## src/rtl/core/e2c_pkg.sv

```systemverilog
// Shared types and constants for the equirect-to-cube-face address pipeline.
`timescale 1ns / 1ps

package e2c_pkg;

    // Signed direction component; covers face sizes up to 8191.
    localparam int CMP_W   = 14;
    // x^2 + z^2
    localparam int SQ_W    = 26;
    // Integer fraction bits added before the square root.
    localparam int SQ_FRAC = 32;
    // Root of (x^2 + z^2) << 32
    localparam int ROOT_W  = (SQ_W + SQ_FRAC) / 2;
    localparam int REM_W   = ROOT_W + 3;
    // CORDIC datapath and angle accumulator (1.0 = pi at 18 fraction bits)
    localparam int CORD_W  = 33;
    localparam int ANG_W   = 21;
    localparam int ANG_FRAC = 18;
    localparam int TAB_LEN = 24;
    localparam logic signed [ANG_W-1:0] ANG_ONE = 21'sd262144;

    localparam int FACE_W = 13;
    localparam int DIM_W  = 14;

    typedef enum logic [1:0] {
        REG_FACE_SIZE  = 2'd0,
        REG_SRC_WIDTH  = 2'd1,
        REG_SRC_HEIGHT = 2'd2
    } cfg_reg_e;

    typedef struct packed {
        logic [2:0]  face_slot;
        logic [11:0] column;
        logic [11:0] row;
    } pix_t;

    typedef struct packed {
        logic [12:0] src_x;
        logic [12:0] src_y;
        logic [25:0] src_address;
        logic        coord_invalid;
    } src_t;

    typedef struct packed {
        logic                    invalid;
        logic signed [CMP_W-1:0] x;
        logic signed [CMP_W-1:0] y;
        logic signed [CMP_W-1:0] z;
    } dir_t;

endpackage

```

## src/rtl/core/e2c_scale.sv

```systemverilog
// Angle to pixel scaling, edge clamp and linear address (three stages).
`timescale 1ns / 1ps

module e2c_scale
    import e2c_pkg::*;
(
    input  logic                    clk,
    input  logic                    rst_n,
    input  logic                    adv,
    input  logic                    in_valid,
    input  logic                    invalid,
    input  logic signed [ANG_W-1:0] theta,
    input  logic signed [ANG_W-1:0] phi,
    input  logic [DIM_W-1:0]        w,
    input  logic [DIM_W-1:0]        hgt,
    output logic                    out_valid,
    output src_t                    res
);

    localparam logic [ANG_W-2:0] U_MAX = (ANG_W-1)'(2 * 262144);
    localparam logic [ANG_FRAC:0] V_MAX = (ANG_FRAC+1)'(262144);

    logic             va_reg, vb_reg, vc_reg;
    logic             inv_a_reg, inv_b_reg;
    logic [DIM_W:0]   tx_a_reg, tx_a_next, ty_a_reg, ty_a_next;
    logic [DIM_W-1:0] px_b_reg, px_b_next, py_b_reg, py_b_next;
    src_t             res_reg, res_next;

    function automatic logic [DIM_W-1:0] clamp_dim(input logic [DIM_W:0] t,
                                                   input logic [DIM_W-1:0] dim);
        if (dim == '0)
            return '0;
        else if (t >= {1'b0, dim})
            return dim - 1'b1;
        else
            return t[DIM_W-1:0];
    endfunction

    always_comb
    begin
        logic signed [ANG_W:0]          s_sum;
        logic [ANG_W-2:0]               s_u;
        logic [ANG_FRAC:0]              p_u;
        logic [ANG_W-1+DIM_W-1:0]       prod_x;
        logic [ANG_FRAC+DIM_W:0]        prod_y;
        logic [2*DIM_W-1:0]             row_off;

        s_sum = (ANG_W+1)'(ANG_ONE) + (ANG_W+1)'(theta);
        if (s_sum < 0)
            s_u = '0;
        else if (s_sum > $signed({2'b00, U_MAX}))
            s_u = U_MAX;
        else
            s_u = s_sum[ANG_W-2:0];
        if (phi < 0)
            p_u = '0;
        else if (phi > $signed({2'b00, V_MAX}))
            p_u = V_MAX;
        else
            p_u = phi[ANG_FRAC:0];
        prod_x    = s_u * w;
        prod_y    = p_u * hgt;
        tx_a_next = (DIM_W+1)'(prod_x >> (ANG_FRAC + 1));
        ty_a_next = (DIM_W+1)'(prod_y >> ANG_FRAC);

        px_b_next = clamp_dim(tx_a_reg, w);
        py_b_next = clamp_dim(ty_a_reg, hgt);

        row_off = py_b_reg * w;
        res_next.coord_invalid = inv_b_reg;
        if (inv_b_reg)
        begin
            res_next.src_x       = '0;
            res_next.src_y       = '0;
            res_next.src_address = '0;
        end
        else
        begin
            res_next.src_x       = px_b_reg[12:0];
            res_next.src_y       = py_b_reg[12:0];
            res_next.src_address = 26'(row_off + (2*DIM_W)'(px_b_reg));
        end
    end

    always_ff @(posedge clk or negedge rst_n)
    begin
        if (!rst_n)
        begin
            va_reg <= 1'b0;
            vb_reg <= 1'b0;
            vc_reg <= 1'b0;
        end
        else if (adv)
        begin
            va_reg <= in_valid;
            vb_reg <= va_reg;
            vc_reg <= vb_reg;
        end
    end

    always_ff @(posedge clk)
    begin
        if (adv)
        begin
            inv_a_reg <= invalid;
            tx_a_reg  <= tx_a_next;
            ty_a_reg  <= ty_a_next;
            inv_b_reg <= inv_a_reg;
            px_b_reg  <= px_b_next;
            py_b_reg  <= py_b_next;
            res_reg   <= res_next;
        end
    end

    assign out_valid = vc_reg;
    assign res       = res_reg;

endmodule

```

## config.mk

```make
export PLATFORM = sky130hd
export DESIGN_NAME = e2c_scale
export DESIGN_NICKNAME = d
export VERILOG_FILES = /design/src/rtl/core/e2c_pkg.sv /design/src/rtl/core/e2c_scale.sv
export SDC_FILE = /design/constraint.sdc
export NUM_CORES = 2
export LEC_CHECK = 0
export BUFFER_PORTS_ARGS = -buffer_cell sky130_fd_sc_hd__buf_2
export CORE_MARGIN = 4
export CORE_UTILIZATION = 50
export DETAILED_ROUTE_END_ITERATION = 8
export GPL_TIMING_DRIVEN = 0
export PLACE_DENSITY = 0.67
export SYNTH_ARGS = -nofsm -noshare
export SYNTH_HDL_FRONTEND = slang
export SYNTH_SLANG_ARGS = --single-unit
```

## constraint.sdc

```tcl
create_clock -name clk -period 10.6 [get_ports clk]
set_input_delay 1.59 -clock clk [delete_from_list [all_inputs] [get_ports clk]]
set_output_delay 1.59 -clock clk [all_outputs]
set_load 0.02 [all_outputs]
```

# [After elaboration in Yosys (flattened, before gate mapping)]
# Cells that the tools add are included.
[totals] regBits=116 inputBits=75 out_inout_bits=54 elab_cells=34
[op_classes] add_sub_neg=4 n_mul=3 order_cmp=6 muxes=6 n_reduce_logical=2
[op_table] operator="2-to-1 mux 20 bit" count=2
[op_table] operator="2-to-1 mux 19 bit" count=2
[op_table] operator="multiplier 20 x 14 -> 34 bit" count=1
[op_table] operator="multiplier 19 x 14 -> 33 bit" count=1
[op_table] operator=">= comparator 15 x 14 -> 1 bit" count=2
[op_table] operator="logical NOT 14 bit" count=2
[op_table] operator="2-to-1 mux 14 bit" count=2
[op_table] operator="subtractor 14 x 1 -> 14 bit (second input constant)" count=2
[op_table] operator="adder 26 x 14 -> 26 bit" count=1
[op_table] operator="multiplier 14 x 14 -> 26 bit" count=1
[op_table] operator="adder 20 x 21 -> 22 bit (first input constant)" count=1
[op_table] operator="> comparator 22 x 21 -> 1 bit (second input constant)" count=1
[op_table] operator="less-than comparator 22 x 1 -> 1 bit (second input constant)" count=1
[op_table] operator="> comparator 21 x 20 -> 1 bit (second input constant)" count=1
[op_table] operator="less-than comparator 21 x 1 -> 1 bit (second input constant)" count=1

# [Logic depth before layout (Yosys ltp)]
[depth] word_depth=5 ltp_mapped=31 depth_no_buf=29

# [Least setup slack after synthesis]
# Ideal clock, no wire load.
[synth_timing] path_kind="input -> register" startpoint="input phi[5]" endpoint="register ty_a_reg[14] (data pin)" setup_ns=0.260 arrival_ns=8.379 required_ns=10.340 slack_ns=1.961 stages=26 n_path_buf=2 path_cell_list="nor4_1 -> nand3_1 -> o21a_1 -> buf_1 -> nor4_2 -> buf_2 -> nand2_1 -> fa_1 -> inv_1 -> fa_1 -> fa_1 -> inv_1 -> fa_1 -> inv_1 -> fa_1 -> fa_1 -> ha_1 -> a211oi_1 -> o211ai_1 -> o211a_1 -> a211oi_2 -> nor3_1 -> o211ai_1 -> a41o_1 -> o221ai_1 -> xnor2_1"
[synth_between] elab_chain_len=4 elab_cells_between_ends=5 cone_classes="mul (1); order compare (2); mux (2)"
[synth_lines] item="start, declared" line_no="e2c_scale.sv:13" source="input logic signed [ANG_W-1:0] phi,"
[synth_lines] item="> comparator 21 x 20 -> 1 bit" line_no="e2c_scale.sv:57" source="else if (phi > $signed({2'b00, V_MAX}))"
[synth_lines] item="2-to-1 mux 19 bit" line_no="e2c_scale.sv:57"
[synth_lines] item="2-to-1 mux 19 bit (*)" line_no="e2c_scale.sv:55" source="if (phi < 0)"
[synth_lines] item="multiplier 19 x 14 -> 33 bit (*)" line_no="e2c_scale.sv:62" source="prod_y = p_u * hgt;"
[synth_lines] item="net ty_a_next[14]" line_no="e2c_scale.sv:25" source="logic [DIM_W:0] tx_a_reg, tx_a_next, ty_a_reg, ty_a_next;"
[synth_lines] item="end signal, assigned" line_no="e2c_scale.sv:107" source="ty_a_reg <= ty_a_next;"
[synth_lines] item="end, declared" line_no="e2c_scale.sv:25"
# The timed path passes the listed nets; every way through them passes the cells marked *.
# A chain may end at the register's enable or synchronous reset.

# [Final worst setup path]
[layout_timing] startpoint="input phi[13]" endpoint="register ty_a_reg[14] (data pin)"
# Same word-level chain as after synthesis.

==> out/results.txt <==
Status - completed
Chip height - 249 um
Clk slew on worst S/H paths - 50 ps
Max Cap Viol - 0
Vias - 21,400
CP endpoint kind - flip-flop
Cells after Synth - 3,123
Post-synth cell types - 70
Reg2Reg Depth - 22
Total power - 0.00688 W
Critical path's slowest cell - nor4_2
Synthesized Nets - 4,068
DR WL met3 - 4.20 mm
Routed Antenna Nets - 0
Period Utilization, post-route - 0.977
Global-route wire length before repair - 120 mm
Slew @ Worst Pin - 1380 ps
Clock root buffer master - clkbuf_16
Min-delay src - inv_a_reg
Post-DP HPWL - 61.7 mm
DP Worst Slack - -76.0 ps
Chip Width - 249 um
Met1 Routed Length - 31.0 mm
Max reg flops - 53
Port Buf Inserts - 120
Main synth FF type - edfxtp_1
Yosys warnings - 0
Required @ worst endpoint - 10,780 ps
Routed wl met2 - 36.9 mm
Max-slew headroom - 0.0699
Yosys reg bits - 116
WS Path Type - in -> reg
Top Metal Used - met5
CTS buffer count - 17
Starting density of the core - 0.505
Worst-path maximum fanout - 10
Fin Setup TNS - 0 ps
Gpl congestion - 0.928
Hold-fix buffers, CTS - 0
Antenna violations before repair - 1
Grt ovf - 0
Post-route DRC - 0
Sequential-to-total area share from yosys stat - 0.119
Most common cell after layout, fill and taps aside - inv_1
CP max stage delay - 1030 ps
Drt pass-1 iters - 5
Final setup vio count - 0
Placed cell area - 0.0307 mm2
Post-CTS resize count - 0
Post-synth EDFFs - 113
Mapped Area - 0.0291 mm2
F_max - 0.0966 GHz
Clock buffer depth - 2
Fin crit period - 10,350 ps
Routed length per instance - 18.3 um
Clock Latency Late Sink - 430 ps
Post-route worst setup slack - 247 ps
Clock sink total - 116
Worst Skew - 6.78 ps
Hold Path Class - reg -> reg
Final Net Count - 4,209
WP data arrival - 10,540 ps
Vias in the first global route - 22,200
Pin count of the biggest net entering global routing - 67
Leakage Power - 15.7 nW
Most frequent cells in the layout - inv_1, fa_1, nand2_1
GRT Overall Usage - 0.243
Core ar. - 0.0576 mm2
RSZ-0062 raised after global routing - no
Hold Violations, Final - 0
FF-to-FF Start - py_b_reg[6]
H-Tree Depth - 4
Crit path from - phi[13]
Crit start category - input pin
Pins Over Slew Limit - 0
Cell mode on critical path - fa_1
DIE AREA - 0.0621 mm2
Worst path depth - 27
Post-synth ARST share - 0.0259
Share of layout cells above drive strength 1 - 0.0644
Pwr dens - 220 mW/mm2
Mean Syn Cell Area - 9.31 um2
WP buf/inv - 6
TritonCTS clock tree - built
Hold path cells - 0
Post-CTS Setup Bufs - 0
Cell family with most CP delay - adder cells
Cell Rows - 88
DRT Wirelength - 74.0 mm
Worst VDD drop - 0.639 mV
Routed vias/inst - 5.30
Fin area - 0.0312 mm2
Area Growth Syn to Fin - 7.43%
1st-iter DRT viols - 1,230
# IOs - 129
## worst paths after layout
check | endpoint | slack [ps]
min reg2reg | inv_b_reg | 440
max | ty_a_reg[14] | 250
min | inv_b_reg | 440
max in group asynchronous | out_valid | 9550
max reg2reg | res[26] | 3430
min in group asynchronous | vb_reg | 940
## worst register-to-register path, cell delays in order, from the launching register on
cell and delay [ps]:
edfxtp_1 560, clkbuf_1 530, nand2_1 160, fa_1 520, inv_1 50, fa_1 500
inv_1 60, fa_1 530, inv_1 60, fa_1 450, fa_1 490, inv_1 50
fa_1 470, inv_1 40, ha_1 350, and4_1 270, nor2b_1 160, o21a_1 220
o21bai_1 280, a21oi_1 200, o31ai_1 520, a21oi_1 130, a311o_1 320
## area by class of cell
type | count | area, um2
Fill cell | 5342 | 26400
Multi-Input combinational cell | 2194 | 22500
Sequential cell | 116 | 3470
Inverter | 675 | 2530
Tap cell | 765 | 957
Timing Repair Buffer | 122 | 636
Buffer | 138 | 544
Clock buffer | 19 | 433
Clock inverter | 12 | 115
Antenna cell | 1 | 2.50
## stage by stage
stage	instances	hold slack, ps	util
6_report	4042	441	0.542
5_1_grt	4041	446	0.542
4_1_cts	4041	444	0.542
3_5_place_dp	4010	432	0.533
3_3_place_gp	4008	401	0.532
2_1_floorplan	3123	400	-
## layer usage
| layer | vias up | GRT usage |
|---|---|---|
| li1 | 9867 | - |
| met1 | 10900 | 0.324 |
| met2 | 592 | 0.425 |
| met3 | 111 | 0.0331 |
| met4 | 2 | 0.0601 |
| met5 | - | 0 |
## cells by family after synthesis
kind of cell	Yosys count	synth area share
fa+ha+maj	870	0.521
simple gates	1025	0.174
compound gates	204	0.0510
flops	116	0.119
buf+inv	813	0.106
xor+xnor	78	0.0235
mux	17	0.00598
## synth_stat cells, drive strengths merged, types with 9 or more instances
cell / count / share of area
o21ai: 23 / 0.0043
mux2i: 14 / 0.0048
buf: 26 / 0.0043
nor2: 76 / 0.010
inv: 673 / 0.087
xor2: 19 / 0.0057
and2: 238 / 0.051
nor3: 35 / 0.0074
nand4: 14 / 0.0030
edfxtp: 113 / 0.12
ha: 304 / 0.13
nor4: 29 / 0.0091
nor2b: 29 / 0.0062
a21o: 36 / 0.0093
a211oi: 19 / 0.0051
nand2: 493 / 0.064
fa: 566 / 0.39
xnor2: 59 / 0.018
clkbuf: 112 / 0.014
and3: 39 / 0.0084
o21bai: 18 / 0.0048
a21oi: 49 / 0.0086
o21a: 9 / 0.0023
nand3: 43 / 0.0074
## power by group
| group | switching (W) | internal, W | total [W] |
|---|---|---|---|
| Combinational | 0.00315 | 0.00234 | 0.00549 |
| Clock | 0.000213 | 0.000339 | 0.000552 |
| Sequential | 0.0000626 | 0.000781 | 0.000843 |
| Total | 0.00342 | 0.00346 | 0.00688 |
(Power assumes the default switching activity.)
