===== config.mk =====
export PLATFORM = sky130hd
export DESIGN_NAME = e2c_dir
export DESIGN_NICKNAME = d
export VERILOG_FILES = /design/src/rtl/core/e2c_pkg.sv /design/src/rtl/core/e2c_dir.sv
export SDC_FILE = /design/constraint.sdc
export NUM_CORES = 1
export LEC_CHECK = 0
export BUFFER_PORTS_ARGS = -buffer_cell sky130_fd_sc_hd__buf_2
export CAP_MARGIN = 20
export CORE_ASPECT_RATIO = 1.4
export CORE_UTILIZATION = 54
export CTS_CLUSTER_DIAMETER = 150
export CTS_CLUSTER_SIZE = 8
export DETAILED_ROUTE_END_ITERATION = 10
export PLACE_DENSITY = 0.7
export SETUP_SLACK_MARGIN = 0.1
export SLEW_MARGIN = 20
export SYNTH_ARGS = -nofsm -noshare
export SYNTH_HDL_FRONTEND = slang
export SYNTH_SLANG_ARGS = --single-unit

===== constraint.sdc =====
create_clock -name clk -period 8.4 [get_ports clk]
set_input_delay 0.42 -clock clk [delete_from_list [all_inputs] [get_ports clk]]
set_output_delay 0.42 -clock clk [all_outputs]
set_load 0.02 [all_outputs]

===== src/rtl/core/e2c_pkg.sv =====
// Shared types and constants for the equirect-to-cube-face address pipeline.
`timescale 1ns / 1ps

package e2c_pkg;

    // Signed direction component; covers face sizes up to 8191.
    localparam int CMP_W   = 14;
    // x^2 + z^2
    localparam int SQ_W    = 26;
    // Integer fraction bits added before the square root.
    localparam int SQ_FRAC = 32;
    // Root of (x^2 + z^2) << 32
    localparam int ROOT_W  = (SQ_W + SQ_FRAC) / 2;
    localparam int REM_W   = ROOT_W + 3;
    // CORDIC datapath and angle accumulator (1.0 = pi at 18 fraction bits)
    localparam int CORD_W  = 33;
    localparam int ANG_W   = 21;
    localparam int ANG_FRAC = 18;
    localparam int TAB_LEN = 24;
    localparam logic signed [ANG_W-1:0] ANG_ONE = 21'sd262144;

    localparam int FACE_W = 13;
    localparam int DIM_W  = 14;

    typedef enum logic [1:0] {
        REG_FACE_SIZE  = 2'd0,
        REG_SRC_WIDTH  = 2'd1,
        REG_SRC_HEIGHT = 2'd2
    } cfg_reg_e;

    typedef struct packed {
        logic [2:0]  face_slot;
        logic [11:0] column;
        logic [11:0] row;
    } pix_t;

    typedef struct packed {
        logic [12:0] src_x;
        logic [12:0] src_y;
        logic [25:0] src_address;
        logic        coord_invalid;
    } src_t;

    typedef struct packed {
        logic                    invalid;
        logic signed [CMP_W-1:0] x;
        logic signed [CMP_W-1:0] y;
        logic signed [CMP_W-1:0] z;
    } dir_t;

endpackage


===== src/rtl/core/e2c_dir.sv =====
// Direction vector per face slot and the squared horizontal radius (two stages).
`timescale 1ns / 1ps

module e2c_dir
    import e2c_pkg::*;
(
    input  logic              clk,
    input  logic              rst_n,
    input  logic              adv,
    input  logic              in_valid,
    input  pix_t              pix,
    input  logic [FACE_W-1:0] f,
    output logic              out_valid,
    output dir_t              dir,
    output logic [SQ_W-1:0]   n
);

    localparam logic [2:0] SLOT_POS_Z_A = 3'd0;
    localparam logic [2:0] SLOT_NEG_Z_A = 3'd1;
    localparam logic [2:0] SLOT_NEG_Y   = 3'd2;
    localparam logic [2:0] SLOT_POS_Y   = 3'd3;
    localparam logic [2:0] SLOT_POS_X   = 3'd4;
    localparam logic [2:0] SLOT_NEG_X   = 3'd5;
    localparam logic [2:0] SLOT_ALIAS_4 = 3'd6;
    localparam logic [2:0] SLOT_ALIAS_5 = 3'd7;

    logic        v1_reg, v1_next;
    dir_t        d1_reg, d1_next;
    logic        v2_reg;
    dir_t        d2_reg;
    logic [SQ_W-1:0] n2_reg, n2_next;

    logic signed [14:0] f_s, h_s, c_s, r_s, x_s, y_s, z_s;
    logic signed [2*CMP_W-1:0] xx, zz;
    logic signed [2*CMP_W:0]   sum;

    always_comb
    begin
        f_s = $signed({2'b00, f});
        h_s = $signed({3'b000, f[FACE_W-1:1]});
        c_s = $signed({3'b000, pix.column});
        r_s = $signed({3'b000, pix.row});
        case (pix.face_slot)
            SLOT_POS_Z_A:
            begin
                x_s = (f_s - r_s) - h_s; y_s = c_s - h_s; z_s = h_s;
            end
            SLOT_NEG_Z_A:
            begin
                x_s = h_s - (f_s - r_s); y_s = c_s - h_s; z_s = -h_s;
            end
            SLOT_NEG_Y:
            begin
                x_s = c_s - h_s; y_s = -h_s; z_s = r_s - h_s;
            end
            SLOT_POS_Y:
            begin
                x_s = h_s - c_s; y_s = h_s; z_s = h_s - r_s;
            end
            SLOT_POS_X, SLOT_ALIAS_4:
            begin
                x_s = h_s; y_s = c_s - h_s; z_s = r_s - h_s;
            end
            SLOT_NEG_X, SLOT_ALIAS_5:
            begin
                x_s = -h_s; y_s = c_s - h_s; z_s = h_s - r_s;
            end
            default:
            begin
                x_s = h_s; y_s = c_s - h_s; z_s = r_s - h_s;
            end
        endcase
        v1_next         = in_valid;
        d1_next.invalid = ({1'b0, pix.column} >= f) || ({1'b0, pix.row} >= f);
        d1_next.x       = CMP_W'(x_s);
        d1_next.y       = CMP_W'(y_s);
        d1_next.z       = CMP_W'(z_s);

        xx      = $signed(d1_reg.x) * $signed(d1_reg.x);
        zz      = $signed(d1_reg.z) * $signed(d1_reg.z);
        sum     = (2*CMP_W+1)'(xx) + (2*CMP_W+1)'(zz);
        n2_next = sum[SQ_W-1:0];
    end

    always_ff @(posedge clk or negedge rst_n)
    begin
        if (!rst_n)
        begin
            v1_reg <= 1'b0;
            v2_reg <= 1'b0;
        end
        else if (adv)
        begin
            v1_reg <= v1_next;
            v2_reg <= v1_reg;
        end
    end

    always_ff @(posedge clk)
    begin
        if (adv)
        begin
            d1_reg <= d1_next;
            d2_reg <= d1_reg;
            n2_reg <= n2_next;
        end
    end

    assign out_valid = v2_reg;
    assign dir       = d2_reg;
    assign n         = n2_reg;

endmodule


Word level (Yosys, flattened, before mapping)
Cells that the tools add are included.
{ "word_totals": {"out_inout_bits": 70, "input_bits": 44, "ff_bits": 114, "word_cells": 41} }
{ "classes": {"addsub": 9, "mul": 2, "n_reduce_logical": 7, "eq_ne": 7, "n_mux": 3, "order_cmp": 2} }
{ "ops": {"columns": ["op", "n"], "rows": [
  ["$pmux 14 s6", 1],
  ["$pmux 14 s4", 1],
  ["$mul 14x14->26", 2],
  ["$sub 12x12->13", 4],
  ["$pmux 14 s3", 1],
  ["$add 26x26->26", 1],
  ["$ge 12x13->1", 2],
  ["$neg 12->14", 1],
  ["$sub 13x12->14", 1],
  ["$sub 13x14->14", 1],
  ["$sub 14x13->14", 1],
  ["$eq 3x3->1 const B", 4],
  ["$eq 3x2->1 const B", 2],
  ["$reduce_or 3->1", 2],
  ["$reduce_or 6->1", 1],
  ["$reduce_or 2->1", 2],
  ["$eq 3x1->1 const B", 1],
  ["$logic_not 3->1", 1],
  ["$logic_or 1x1->1", 1]
]} }

Logic depth before layout (Yosys ltp)
{ "logic_depth": {"depth_word": 3, "depth_mapped": 26, "mapped_depth_nobuf": 24} }

Least setup slack after synthesis
Ideal clock, no wire load.
{ "synth_path": {"kind": "reg-to-reg", "from": "register d1_reg[0] in the netlist's numbering", "to": "register n2_reg[25] (netlist: n[25]), data pin", "required_time_ps": 8139, "synth_period_minus_slack_ps": 6975, "setup_time_ps": 261, "stages_incl_launch_ff": 23, "slack_ps": 1425, "t_arrival_ps": 6714, "path_cell_list": "edfxtp_1 > clkbuf_1 > nand2_1 > inv_1 > fa_1 > inv_1 > fa_1 > inv_1 > fa_1 > fa_1 > fa_1 > fa_1 > fa_1 > ha_1 > ha_1 > a21o_1 > a21o_1 > or3_1 > or3_1 > nand2_1 > o2111ai_1 > o211ai_1 > xnor2_1"} }
{ "synth_via": {"elab_chain_cells": 2} }
{ "synth_rtl": {"columns": ["item", "line", "source"], "rows": [
  ["from (decl)", "e2c_dir.sv:28", "dir_t d1_reg, d1_next;"],
  ["from (signal assigned)", "e2c_dir.sv:103", "d1_reg <= d1_next;"],
  ["$mul 14x14->26", "e2c_dir.sv:80", "zz = $signed(d1_reg.z) * $signed(d1_reg.z);"],
  ["$add 26x26->26", "e2c_dir.sv:81", "sum = (2*CMP_W+1)'(xx) + (2*CMP_W+1)'(zz);"],
  ["net sum[25]", "e2c_dir.sv:35", "logic signed [2*CMP_W:0] sum;"],
  ["to (signal assigned)", "e2c_dir.sv:105", "n2_reg <= n2_next;"],
  ["to (decl)", "e2c_dir.sv:31", "logic [SQ_W-1:0] n2_reg, n2_next;"]
]} }
The timed path passes the listed nets, and every way through them passes these cells.
A chain may end at the register's enable or synchronous reset.

Worst setup path in the final report
{ "layout_path": {"from": "register d1_reg[41] in the netlist's numbering", "to": "register n2_reg[25] (netlist: n[25]), data pin"} }
{ "layout_via": {"elab_chain_cells": 2} }
{ "layout_rtl": {"columns": ["item", "line", "source"], "rows": [
  ["$mul 14x14->26", "e2c_dir.sv:79", "xx = $signed(d1_reg.x) * $signed(d1_reg.x);"],
  ["$add 26x26->26", "e2c_dir.sv:81", null],
  ["net sum[25]", "e2c_dir.sv:35", null]
]} }
The timed path passes the listed nets, and every way through them passes these cells.

==> results.json <==
{
  "initial_core_util_pct": 54.6,
  "crit_top_cell": "fa_1",
  "crit_family": "adder cells",
  "seq_area_um2": 3410,
  "die_area_um2": 40500,
  "clk_pin_slew_ps": 60,
  "tightest_slew_ps": 1000,
  "syn_inst": 2182,
  "num_rows": 86,
  "cts_setup_buffers": 0,
  "syn_to_final_growth_pct": 8.30,
  "grt_pass1_wl_mm": 92.5,
  "numPortBuffers": 113,
  "crit_chain": "buf_4 > inv_1 > nor2_1 > fa_1 > inv_1 > fa_1 > inv_1 > fa_1 > fa_1 > fa_1 > fa_1 > fa_1 > ha_1 > ha_1 > a21o_1 > a21o_1 > or3_1 > or3_1 > nand2_1 > o2111ai_1 > o211ai_1 > xnor2_1",
  "fillers": 3352,
  "clkSinkCount": 114,
  "startpoint_type": "flip-flop",
  "rsz0062_at_grt": "false",
  "fin_nets": 2910,
  "grt_max_degree": 66,
  "ys_warn_count": 0,
  "finalCritPeriodShare_pct": 89.4,
  "antenna_found_initial": 0,
  "clk_latency_ps": 450,
  "timing.setup.tns_ps": 0,
  "fin_skew_ps": 13.7,
  "timing_hold_violations_final": 0,
  "wl_mm": 57.9,
  "core_um2": 39300,
  "setup_viol": 0,
  "numCtsBuffers": 17,
  "routed_via_density": 5.52,
  "run_status": "finished, final reports clean",
  "cp_max_fo": 12,
  "clock_path_buffers": 2,
  "drive_above_1_share_pct": 8.66,
  "drv_cap": 0,
  "die_h_um": 238,
  "slew_violations": 0,
  "cp.required_ps": 8590,
  "slew_headroom_pct": 32.5,
  "ys_seq_area_share_pct": 15.9,
  "synth_fp_nets": 2819,
  "reg2reg_depth": 22,
  "num_vias": 15537,
  "cts-root-buf": "clkbuf_16",
  "fin_crit_ps": 7510,
  "max_freq_mhz": 133,
  "arrival_ps": 7700,
  "cts_tree": "done",
  "dp_hpwl_mm": 48.7,
  "synth.distinct_cells": 73,
  "num_io_pins": 114,
  "grt_pass1_vias": 17286,
  "layout_common_cells": "inv_1, fa_1, ha_1",
  "critical-path-slowest-cell": "edfxtp_1",
  "antenna_cells": 0,
  "cts_htree_levels": 4,
  "drtIter0Drc": 806,
  "wire_per_inst_um": 20.6,
  "syn_area_per_cell_um2": 9.82,
  "final_common_cell": "inv_1",
  "crit_cells": 22,
  "first_pass_iters": 6,
  "drc": 0,
  "grt-ovfl-total": 0,
  "worstHoldPathType": "input port to flip-flop",
  "synth-edff-count": 112,
  "place_congestion": 0.949,
  "die_x_um": 170,
  "critPathMaxStageDelay_ps": 600,
  "ys_ff_latch": 114,
  "track_usage_pct": 30.7,
  "multi_input_area_um2": 16000,
  "end_kind": "flip-flop",
  "synthArstFlopShare_pct": 1.75,
  "path_class": "flip-flop to flip-flop",
  "synth_ff_type": "edfxtp_1",
  "synthesis.area_um2": 21400,
  "hold-path-cell-count": 2,
  "cp.buffers_inverters": 4,
  "ant_nets": 0
}
final timing paths:
path                            startpoint  slack (ps)        end
worst min register to register  d1_reg[18]         420    dir[18]
max in group asynchronous            rst_n        8000  out_valid
worst max register to register  d1_reg[41]         890      n[25]
min in group asynchronous            rst_n         310     v1_reg
worst min-delay path              in_valid         210     v1_reg
worst max-delay path            d1_reg[41]         890      n[25]
cell families (layout without fill, tap and decap cells):
| family | after synthesis | in the layout | share of synthesized area, % |
|---|---|---|---|
| buf+inv | 537 | 641 | 9.49 |
| simple gates | 496 | 496 | 11.1 |
| flops | 114 | 114 | 15.9 |
| compound gates | 295 | 295 | 9.28 |
| mux | 25 | 25 | 1.32 |
| xor+xnor | 122 | 122 | 4.99 |
| fa+ha+maj | 593 | 593 | 47.9 |
through the flow:
| step | util, % | worst slack [ps] | std cells | area, µm² | hold WS (ps) |
|---|---|---|---|---|---|
| 2_1_floorplan | - | 1420 | 2182 | 21400 | 124 |
| 3_3_place_gp | 57.5 | 955 | 2781 | 22600 | 204 |
| 3_5_place_dp | 57.5 | 865 | 2781 | 22600 | 211 |
| 4_1_cts | 59.1 | 865 | 2814 | 23200 | 189 |
| 5_1_grt | 59.1 | 543 | 2814 | 23200 | 209 |
| 6_report | 59.1 | 887 | 2814 | 23200 | 206 |
cell usage after synthesis (all sizes together), types with 4 or more instances:
cell	number	share of area, %
a2111oi	7	0.32
a211o	5	0.20
a211oi	15	0.53
a21boi	7	0.25
a21o	25	0.88
a21oi	79	1.9
a221oi	9	0.48
a31o	5	0.20
a31oi	15	0.44
and2	80	2.3
and3	11	0.32
buf	10	0.26
clkbuf	55	0.96
edfxtp	112	16
fa	378	35
ha	215	13
inv	471	8.2
mux2	6	0.32
mux2i	17	0.79
nand2	152	2.7
nand2b	15	0.47
nand3	18	0.42
nand4	6	0.18
nor2	121	2.1
nor2b	21	0.61
nor3	31	0.72
nor4	5	0.15
o211ai	11	0.39
o21a	15	0.53
o21ai	52	1.2
o21bai	9	0.32
o22a	4	0.16
o31ai	8	0.28
or2	7	0.20
or3	21	0.66
xnor2	90	3.7
xor2	32	1.3
final cells by class:
class | instances | area share (%)
Multi-Input combinational cell | 1531 | 68.9
Inverter | 472 | 7.63
Tap cell | 528 | 2.85
Sequential cell | 114 | 14.7
Clock inverter | 14 | 0.862
Clock buffer | 18 | 1.85
Timing Repair Buffer | 137 | 3.23
repair_timing:
item,CTS,global route
endpoints found under the hold margin,2,0
hold buffers,1,0
resized for setup,0,0
worst reg2reg max path, delay by kind of cell, from the launching register on:
kind            cells  cell delay (ps)
buf+inv             4              720
flops               1              600
fa+ha+maj           9             4180
xor+xnor            1              110
simple gates        4              960
compound gates      4              690
routing by layer:
layer	track usage, %	part of all wire (%)	vias to the layer above
li1	-	-	7119
met1	34.5	37	7744
met2	55.4	53	500
met3	3.01	3.6	174
met4	19.3	6.7	0
met5	0	0	-
Power is not shown: default switching activity piles up to over one toggle a cycle in this logic, so the estimate is an artifact.
